## src/rtl/core/amgt_pkg.sv

```systemverilog
// shared types and codes for the adjacency matrix graph traversal block
package amgt_pkg;

  localparam int unsigned NODE_W = 5;
  localparam int unsigned CFG_W  = 6;

  typedef enum logic [1:0] {
    KIND_EDGE = 2'd0,
    KIND_BFS  = 2'd1,
    KIND_DFS  = 2'd2,
    KIND_NONE = 2'd3
  } kind_e;

  typedef enum logic [2:0] {
    ST_IDLE,
    ST_EDGE_WR,
    ST_ROW_WAIT,
    ST_SCAN,
    ST_POP_WAIT,
    ST_FINISH,
    ST_ERROR
  } state_e;

  typedef struct packed {
    kind_e             kind;
    logic [NODE_W-1:0] from_node;
    logic [NODE_W-1:0] to_node;
  } in_beat_t;

  typedef struct packed {
    logic [NODE_W-1:0] node;
    logic              last;
    logic              error;
  } out_beat_t;

endpackage

```

## src/rtl/core/amgt_adj_mem.sv

```systemverilog
// adjacency row memory with per-row valid bits so unwritten rows read as empty
module amgt_adj_mem #(
  parameter int unsigned ROWS  = 32,
  parameter int unsigned IDX_W = 5
) (
  input  logic             clk_i,
  input  logic             rst_ni,
  input  logic             rd_en_i,
  input  logic [IDX_W-1:0] rd_addr_i,
  input  logic             wr_en_i,
  input  logic [IDX_W-1:0] wr_addr_i,
  input  logic [ROWS-1:0]  wr_data_i,
  output logic [ROWS-1:0]  rd_data_o
);

  logic [ROWS-1:0] mem_q [ROWS];
  logic [ROWS-1:0] row_vld_q;
  logic [ROWS-1:0] rd_data_q;

  always_ff @(posedge clk_i or negedge rst_ni) begin
    if (!rst_ni) begin
      row_vld_q <= '0;
    end else if (wr_en_i) begin
      row_vld_q[wr_addr_i] <= 1'b1;
    end
  end

  always_ff @(posedge clk_i) begin
    if (wr_en_i) begin
      mem_q[wr_addr_i] <= wr_data_i;
    end
    if (rd_en_i) begin
      rd_data_q <= row_vld_q[rd_addr_i] ? mem_q[rd_addr_i] : '0;
    end
  end

  assign rd_data_o = rd_data_q;

endmodule

```

## src/rtl/core/adjacency_matrix_graph_traversal.sv

```systemverilog
// top level: edge store and breadth-first / depth-first traversal sequencer
// edge beat: row read in ST_IDLE, rewritten in ST_EDGE_WR; a bad start emits via ST_ERROR
// traversal: the scan tests one neighbor bit per cycle over the active nodes, a depth-first
//   hit waiting for a free output register; rows and queue/stack entries are read registered
// one beat at a time; the next beat is taken once the last result is in the output register
// reset: adjacency rows read as empty through row valid bits (no clearing pass), count zero
module adjacency_matrix_graph_traversal #(
  parameter int unsigned MAX_NODES = 32
) (
  input  logic                      clk_i,
  input  logic                      rst_ni,
  input  logic                      cfg_valid_i,
  output logic                      cfg_ready_o,
  input  logic [amgt_pkg::CFG_W-1:0] cfg_data_i,
  input  logic                      in_valid_i,
  output logic                      in_ready_o,
  input  amgt_pkg::in_beat_t        in_data_i,
  output logic                      out_valid_o,
  input  logic                      out_ready_i,
  output amgt_pkg::out_beat_t       out_data_o
);
  import amgt_pkg::*;

  localparam int unsigned ROWS  = (MAX_NODES < 32) ? MAX_NODES : 32;
  localparam int unsigned IDX_W = $clog2(ROWS);
  localparam int unsigned CNT_W = $clog2(ROWS + 1);
  localparam int unsigned WS_W  = IDX_W + CNT_W;

  state_e            state_q, state_d;
  logic [CFG_W-1:0]  node_count_q;
  logic              dfs_q, dfs_d;
  logic [IDX_W-1:0]  cur_q, cur_d;
  logic [CNT_W-1:0]  idx_q, idx_d;
  logic [CNT_W-1:0]  head_q, head_d;
  logic [CNT_W-1:0]  tail_q, tail_d;
  logic [CNT_W-1:0]  depth_q, depth_d;
  logic [ROWS-1:0]   visited_q, visited_d;
  logic              pend_vld_q, pend_vld_d;
  logic [IDX_W-1:0]  pend_q, pend_d;
  logic [IDX_W-1:0]  edge_row_q, edge_row_d;
  logic [IDX_W-1:0]  edge_to_q, edge_to_d;
  logic              out_vld_q, out_vld_d;
  out_beat_t         out_q, out_d;

  logic              adj_rd_en;
  logic [IDX_W-1:0]  adj_rd_addr;
  logic              adj_wr_en;
  logic [IDX_W-1:0]  adj_wr_addr;
  logic [ROWS-1:0]   adj_wr_data;
  logic [ROWS-1:0]   adj_row;

  logic [WS_W-1:0]   ws_mem_q [ROWS];
  logic [WS_W-1:0]   ws_rdata_q;
  logic              ws_we;
  logic [IDX_W-1:0]  ws_waddr;
  logic [WS_W-1:0]   ws_wdata;
  logic              ws_re;
  logic [IDX_W-1:0]  ws_raddr;

  logic [CNT_W-1:0]  cnt;
  logic              emit_ok;
  logic              hit;
  logic [IDX_W-1:0]  idx_node;
  logic [CNT_W-1:0]  idx_inc;
  logic [CNT_W-1:0]  depth_dec1;
  logic [CNT_W-1:0]  depth_dec2;
  logic [IDX_W-1:0]  ws_node;
  logic [CNT_W-1:0]  ws_next;

  amgt_adj_mem #(
    .ROWS  (ROWS),
    .IDX_W (IDX_W)
  ) u_adj_mem (
    .clk_i     (clk_i),
    .rst_ni    (rst_ni),
    .rd_en_i   (adj_rd_en),
    .rd_addr_i (adj_rd_addr),
    .wr_en_i   (adj_wr_en),
    .wr_addr_i (adj_wr_addr),
    .wr_data_i (adj_wr_data),
    .rd_data_o (adj_row)
  );

  // queue for breadth-first, return stack for depth-first
  always_ff @(posedge clk_i) begin
    if (ws_we) begin
      ws_mem_q[ws_waddr] <= ws_wdata;
    end
    if (ws_re) begin
      ws_rdata_q <= ws_mem_q[ws_raddr];
    end
  end

  assign cnt = (7'(node_count_q) > 7'(ROWS)) ? CNT_W'(ROWS) : CNT_W'(node_count_q);
  assign emit_ok    = !out_vld_q || out_ready_i;
  assign idx_node   = idx_q[IDX_W-1:0];
  assign idx_inc    = idx_q + CNT_W'(1);
  assign depth_dec1 = depth_q - CNT_W'(1);
  assign depth_dec2 = depth_q - CNT_W'(2);
  assign hit        = adj_row[idx_node] && !visited_q[idx_node];
  assign ws_node    = ws_rdata_q[WS_W-1 -: IDX_W];
  assign ws_next    = ws_rdata_q[CNT_W-1:0];

  assign cfg_ready_o = 1'b1;
  assign in_ready_o  = (state_q == ST_IDLE);
  assign out_valid_o = out_vld_q;
  assign out_data_o  = out_q;

  always_ff @(posedge clk_i or negedge rst_ni) begin
    if (!rst_ni) begin
      state_q      <= ST_IDLE;
      node_count_q <= '0;
      head_q       <= '0;
      tail_q       <= '0;
      depth_q      <= '0;
      visited_q    <= '0;
      pend_vld_q   <= 1'b0;
      out_vld_q    <= 1'b0;
      dfs_q        <= 1'b0;
    end else begin
      state_q    <= state_d;
      head_q     <= head_d;
      tail_q     <= tail_d;
      depth_q    <= depth_d;
      visited_q  <= visited_d;
      pend_vld_q <= pend_vld_d;
      out_vld_q  <= out_vld_d;
      dfs_q      <= dfs_d;
      if (cfg_valid_i) begin
        node_count_q <= cfg_data_i;
      end
    end
  end

  always_ff @(posedge clk_i) begin
    cur_q      <= cur_d;
    idx_q      <= idx_d;
    pend_q     <= pend_d;
    edge_row_q <= edge_row_d;
    edge_to_q  <= edge_to_d;
    out_q      <= out_d;
  end

  always_comb begin
    state_d     = state_q;
    dfs_d       = dfs_q;
    cur_d       = cur_q;
    idx_d       = idx_q;
    head_d      = head_q;
    tail_d      = tail_q;
    depth_d     = depth_q;
    visited_d   = visited_q;
    pend_vld_d  = pend_vld_q;
    pend_d      = pend_q;
    edge_row_d  = edge_row_q;
    edge_to_d   = edge_to_q;
    out_vld_d   = out_vld_q && !out_ready_i;
    out_d       = out_q;
    adj_rd_en   = 1'b0;
    adj_rd_addr = cur_q;
    adj_wr_en   = 1'b0;
    adj_wr_addr = edge_row_q;
    adj_wr_data = adj_row | (ROWS'(1) << edge_to_q);
    ws_we       = 1'b0;
    ws_waddr    = tail_q[IDX_W-1:0];
    ws_wdata    = {idx_node, CNT_W'(0)};
    ws_re       = 1'b0;
    ws_raddr    = head_q[IDX_W-1:0];

    case (state_q)
      ST_IDLE: begin
        if (in_valid_i) begin
          case (in_data_i.kind)
            KIND_EDGE: begin
              if (6'(in_data_i.from_node) < 6'(ROWS) && 6'(in_data_i.to_node) < 6'(ROWS)) begin
                adj_rd_en   = 1'b1;
                adj_rd_addr = in_data_i.from_node[IDX_W-1:0];
                edge_row_d  = in_data_i.from_node[IDX_W-1:0];
                edge_to_d   = in_data_i.to_node[IDX_W-1:0];
                state_d     = ST_EDGE_WR;
              end
            end
            KIND_BFS, KIND_DFS: begin
              if (6'(in_data_i.from_node) >= 6'(cnt)) begin
                state_d = ST_ERROR;
              end else begin
                dfs_d      = (in_data_i.kind == KIND_DFS);
                cur_d      = in_data_i.from_node[IDX_W-1:0];
                idx_d      = '0;
                head_d     = CNT_W'(1);
                tail_d     = CNT_W'(1);
                depth_d    = CNT_W'(1);
                visited_d  = '0;
                visited_d[in_data_i.from_node[IDX_W-1:0]] = 1'b1;
                pend_d     = in_data_i.from_node[IDX_W-1:0];
                pend_vld_d = 1'b1;
                adj_rd_en   = 1'b1;
                adj_rd_addr = in_data_i.from_node[IDX_W-1:0];
                state_d     = ST_ROW_WAIT;
              end
            end
            default: begin
            end
          endcase
        end
      end
      ST_EDGE_WR: begin
        adj_wr_en = 1'b1;
        state_d   = ST_IDLE;
      end
      ST_ROW_WAIT: begin
        state_d = ST_SCAN;
      end
      ST_SCAN: begin
        if (idx_q == cnt) begin
          if (dfs_q) begin
            if (depth_q == CNT_W'(1)) begin
              state_d = ST_FINISH;
            end else begin
              depth_d  = depth_dec1;
              ws_re    = 1'b1;
              ws_raddr = depth_dec2[IDX_W-1:0];
              state_d  = ST_POP_WAIT;
            end
          end else if (head_q == tail_q) begin
            state_d = ST_FINISH;
          end else begin
            ws_re    = 1'b1;
            ws_raddr = head_q[IDX_W-1:0];
            head_d   = head_q + CNT_W'(1);
            state_d  = ST_POP_WAIT;
          end
        end else if (hit) begin
          if (dfs_q) begin
            if (emit_ok) begin
              ws_we      = 1'b1;
              ws_waddr   = depth_dec1[IDX_W-1:0];
              ws_wdata   = {cur_q, idx_inc};
              depth_d    = depth_q + CNT_W'(1);
              visited_d[idx_node] = 1'b1;
              cur_d      = idx_node;
              idx_d      = '0;
              if (pend_vld_q) begin
                out_d     = '{node: NODE_W'(pend_q), last: 1'b0, error: 1'b0};
                out_vld_d = 1'b1;
              end
              pend_d      = idx_node;
              pend_vld_d  = 1'b1;
              adj_rd_en   = 1'b1;
              adj_rd_addr = idx_node;
              state_d     = ST_ROW_WAIT;
            end
          end else begin
            visited_d[idx_node] = 1'b1;
            ws_we    = 1'b1;
            ws_waddr = tail_q[IDX_W-1:0];
            ws_wdata = {idx_node, CNT_W'(0)};
            tail_d   = tail_q + CNT_W'(1);
            idx_d    = idx_inc;
          end
        end else begin
          idx_d = idx_inc;
        end
      end
      ST_POP_WAIT: begin
        if (dfs_q) begin
          cur_d       = ws_node;
          idx_d       = ws_next;
          adj_rd_en   = 1'b1;
          adj_rd_addr = ws_node;
          state_d     = ST_ROW_WAIT;
        end else if (emit_ok) begin
          cur_d = ws_node;
          idx_d = '0;
          if (pend_vld_q) begin
            out_d     = '{node: NODE_W'(pend_q), last: 1'b0, error: 1'b0};
            out_vld_d = 1'b1;
          end
          pend_d      = ws_node;
          pend_vld_d  = 1'b1;
          adj_rd_en   = 1'b1;
          adj_rd_addr = ws_node;
          state_d     = ST_ROW_WAIT;
        end
      end
      ST_FINISH: begin
        if (emit_ok) begin
          out_d      = '{node: NODE_W'(pend_q), last: 1'b1, error: 1'b0};
          out_vld_d  = 1'b1;
          pend_vld_d = 1'b0;
          state_d    = ST_IDLE;
        end
      end
      ST_ERROR: begin
        if (emit_ok) begin
          out_d     = '{node: '0, last: 1'b1, error: 1'b1};
          out_vld_d = 1'b1;
          state_d   = ST_IDLE;
        end
      end
      default: begin
        state_d = ST_IDLE;
      end
    endcase
  end

endmodule
```

## config.mk

```make
export PLATFORM = sky130hd
export DESIGN_NAME = adjacency_matrix_graph_traversal
export DESIGN_NICKNAME = d
export VERILOG_FILES = /design/src/rtl/core/amgt_pkg.sv /design/src/rtl/core/amgt_adj_mem.sv /design/src/rtl/core/adjacency_matrix_graph_traversal.sv
export SDC_FILE = /design/constraint.sdc
export NUM_CORES = 2
export LEC_CHECK = 0
export BUFFER_PORTS_ARGS = -buffer_cell sky130_fd_sc_hd__buf_2
export CAP_MARGIN = 30
export CELL_PAD_IN_SITES_DETAIL_PLACEMENT = 1
export CELL_PAD_IN_SITES_GLOBAL_PLACEMENT = 1
export CORE_AREA = 2 2 376 453
export CTS_BUF_LIST = sky130_fd_sc_hd__clkbuf_8
export CTS_CLUSTER_SIZE = 24
export DETAILED_ROUTE_END_ITERATION = 12
export DIE_AREA = 0 0 378 455
export PLACE_DENSITY = 0.59
export SLEW_MARGIN = 25
export SYNTH_ARGS = -nofsm -noshare
export SYNTH_HDL_FRONTEND = slang
export SYNTH_SLANG_ARGS = --single-unit
```

## constraint.sdc

```tcl
create_clock -name clk_i -period 5.85 [get_ports clk_i]
set_input_delay 0.585 -clock clk_i [delete_from_list [all_inputs] [get_ports clk_i]]
set_output_delay 0.585 -clock clk_i [all_outputs]
set_load 0.02 [all_outputs]
```

==> results.md <==
- Outcome: completed
- GRT Total Usage: 22.3%
- Syn nets: around 4200
- First-pass GRT wire length: 279000 um
- WHS: about 150 ps
- CTS tree: built
- Drt initial violations: ~3200
- Cts bufs inserted: 239
- Worst VDD drop: 1.02 mV
- Max-slew headroom: around 32%
- Final ANT Viol Nets: 0
- Cells after Synth: 4151
- # port buffers: 31
- Async SR Flop Fraction: under 10%
- Starting Density: between 30% and 40%
- Routed length per instance: about 28 um
- Post-cts gate resize count: 0
- Share of post-route cells with drive strength above 1: 19.5%
- Final setup fails: 0
- Number of synthesized flops with an enable pin: between 1000 and 1500
- Power per cell area: a little over 600 mW/mm^2
- Nets: between 4000 and 5000
- Total power: between 0.04 and 0.05 W
- GPL Wtd Cong: between 0.8 and 0.9
- F_max: roughly 190 MHz
- Mean post-synth cell area: 15.3 um^2
- Ports: 33
- Largest net degree at the start of global routing: between 150 and 200
- Synth unique cells: 80
- WP data arrival: around 6000 ps
- Highest Signal Layer: met5
- Actual slew at the worst max-slew pin: about 1000 ps
- Worst skew pair latency: just under 1000 ps
- Endpoints failing hold: 0
- CTS root buffer: clkbuf_8
- Setup_tns: 0 ps
- Cells after DPL: ~6400
- Static Leakage: ~25 nW
- WL met2: roughly 98000 um
- CP Class: reg2reg
- Synth warn: 0
- Via-to-Cell Ratio: roughly 5.5
- RSZ-0062 raised after global routing: no
- Drt drc: 0
- Setup crit start kind: register
- CP max stage delay: ~560 ps
- CP Capture Type: register
- Max Transition Viols Final: 0
- Area of the mapped netlist: roughly 0.063 mm^2
- Slowest CP cell: mux4_2
- Yosys top cell by area: edfxtp_1
- Routed wl met3: roughly 9000 um
- Fillers: between 15000 and 20000
- Core area: 0.168 mm^2
- Width of the die: 378 um
- Cell Chain, Critical Path: nor2b_1, inv_1, ha_1, a21o_1, a21oi_1, o22a_1, mux2_2, nor2_1, o221a_2, a21o_4, buf_4, buf_4, mux4_2, nand2_1, a21oi_1, o41a_1
- Row Count: 165
- Top cell type's share of synthesized area: between 60 and 70%
- Period utilization: about 91%
- #FFs+latches synth: around 1500
- Vias in the first global route: ~40000
- Max Buffers Root-to-Sink: 3
- Final min period: roughly 5300 ps
- Max cap viols: 0
- Hold crit path type: in2reg
- Non-Filler Instances: 6855
- H-tree levels: 4
- Sequential fraction of the synthesis area: just over 70%
- Die footprint: about 0.17 mm^2
- Met1 wire length: between 70000 and 80000 um
- First drt pass iteration count: 5
- Remaining global-route overflow: 0
- Area delta synth->final: 15.1%
- Clock transition at the registers of the reported paths: roughly 70 ps
- CP Data Required Time: approximately 6500 ps
- Layout Skew: between 40 and 50 ps
- Detailed-route via count: approximately 38000
- Hpwl dp: between 100000 and 150000 um
- Die Ht: around 460 um
- Clock Sink Count: 1546
- Initial antenna violation count: 6
- Top_reg_cell synth: edfxtp_1
- Crit Path Max Fanout: 27
- Top cells by area, synth: edfxtp_1 (69%), mux4_2 (5.9%), nand2_1 (4.5%)
- Post-Route WL: ~190000 um
==> final cells by class <==
type	instances	area [um^2]	share of cell area, %
Sequential cell	1546	46000	63.1
Clock buffer	244	3360	4.61
Inverter	26	97.6	0.134
Tap cell	2254	2820	3.87
Timing Repair Buffer	264	2400	3.30
Multi-Input combinational cell	2327	16800	23.0
Antenna cell	3	7.51	0.0103
Clock inverter	191	1440	1.97
==> synth_stat cells (7+ instances only) <==
cell type	count
or2_2	35
mux2_2	33
nor3b_1	12
and2_1	11
a21oi_1	149
nand2b_1	20
clkbuf_1	173
xor2_1	15
o21ai_0	97
xnor2_1	12
mux2i_1	148
o211ai_1	11
a22oi_1	9
a21boi_0	63
nor3_1	20
buf_6	7
inv_1	26
mux4_2	165
o21a_1	34
ha_1	20
nand2_1	757
buf_2	42
a32o_1	33
buf_1	28
a221oi_1	33
nand3b_1	10
dfrtp_1	94
a21o_1	18
nand3_1	125
o21bai_1	17
nor2b_1	10
o41a_1	31
nor2_1	135
nor4_1	7
a31oi_1	135
and3_1	73
edfxtp_1	1452
==> registers in the layout, indices dropped and copies added (netlist names), 5 cells and up <==
| name | cells |
|---|---|
| u_adj_mem.row_vld_q | 32 |
| pend_q | 5 |
| out_data_o | 7 |
| u_adj_mem.mem_q | 1024 |
| node_count_q | 6 |
| visited_q | 32 |
| cur_q | 5 |
| idx_q | 6 |
| edge_to_q | 5 |
| ws_mem_q | 352 |
| adj_wr_addr | 5 |
| depth_q | 6 |
| u_adj_mem.rd_data_o | 32 |
| head_q | 6 |
| tail_q | 6 |
| ws_rdata_q | 11 |
==> power breakdown <==
part / leakage [nW] / switching, W / total (W) / internal, W
sequential: 14.3 / 0.000586 / 0.0149 / 0.0143
clock: 2.70 / 0.00442 / 0.00922 / 0.00480
combinational: 8.03 / 0.0130 / 0.0201 / 0.00703
total: 25.0 / 0.0180 / 0.0441 / 0.0261
==> logic make-up after synthesis <==
group / synth area share (%)
buf+inv: 1.82
other cells: 0.00592
simple gates: 8.54
compound gates: 7.49
fa+ha+maj: 0.395
mux: 8.81
flops: 72.6
xor+xnor: 0.373
==> worst max-delay path: cells and delay by family, from the launching register on <==
kind / cells / cell delay [ps]
multiplexers: 2 / 940
AND/OR/NAND/NOR: 3 / 630
adder cells (fa/ha/maj): 1 / 290
AO/OA/AOI/OAI: 7 / 1760
flip-flops: 1 / 550
buffers and inverters: 3 / 860
==> repair_timing <==
action	CTS	global route
hold buffers	17	0
buffers inserted	0	0
endpoints found under the hold margin	63	0
==> worst paths after layout <==
kind / from / endpoint / slack [ps] / cells past startpoint
worst max-delay path: node_count_q[5] / u_adj_mem.rd_data_o[2] / 530 / 16
worst min-delay path: cfg_valid_i / node_count_q[3] / 150 / 2
worst max register to register: node_count_q[5] / u_adj_mem.rd_data_o[2] / 530 / 16
worst min register to register: u_adj_mem.row_vld_q[28] / u_adj_mem.row_vld_q[28] / 470 / 1
max in group asynchronous: rst_ni / node_count_q[1] / 4420 / 3
min in group asynchronous: rst_ni / depth_q[2] / 190 / 2
==> routing by layer <==
metal  GRT usage, %  vias to the layer above
li1               -                    16529
met1           28.5                    20027
met2           39.2                     1135
met3           3.26                      311
met4           7.01                        2
met5              0                        -
==> stage by stage <==
stage / utilization, % / worst slack [ps] / cell area, um^2
floorplan: - / 1200 / 63300
global placement: 40.3 / 529 / 67500
detailed placement: 40.4 / 537 / 67800
CTS: 43.4 / 516 / 72700
global route: 43.5 / 214 / 72900
finish: 43.5 / 529 / 72900
==> placed cells by master (no fill, tap or decap), types with 24 or more instances in the layout <==
master       n
a21boi_0    63
a21oi_1    146
a221oi_1    33
a31oi_1    135
a32o_1      33
and3_1      73
buf_12      24
buf_2       31
buf_4      174
clkbuf_8   244
clkinv_1    51
clkinv_2    34
dfrtp_1     94
edfxtp_1  1452
inv_1       94
mux2_2      33
mux2i_1    147
mux4_2     165
nand2_1    755
nand3_1    125
nor2_1      90
nor2_4      38
o21a_1      34
o21ai_0     91
o41a_1      31
or2_2       35
Power figures use the tool's default switching activity.
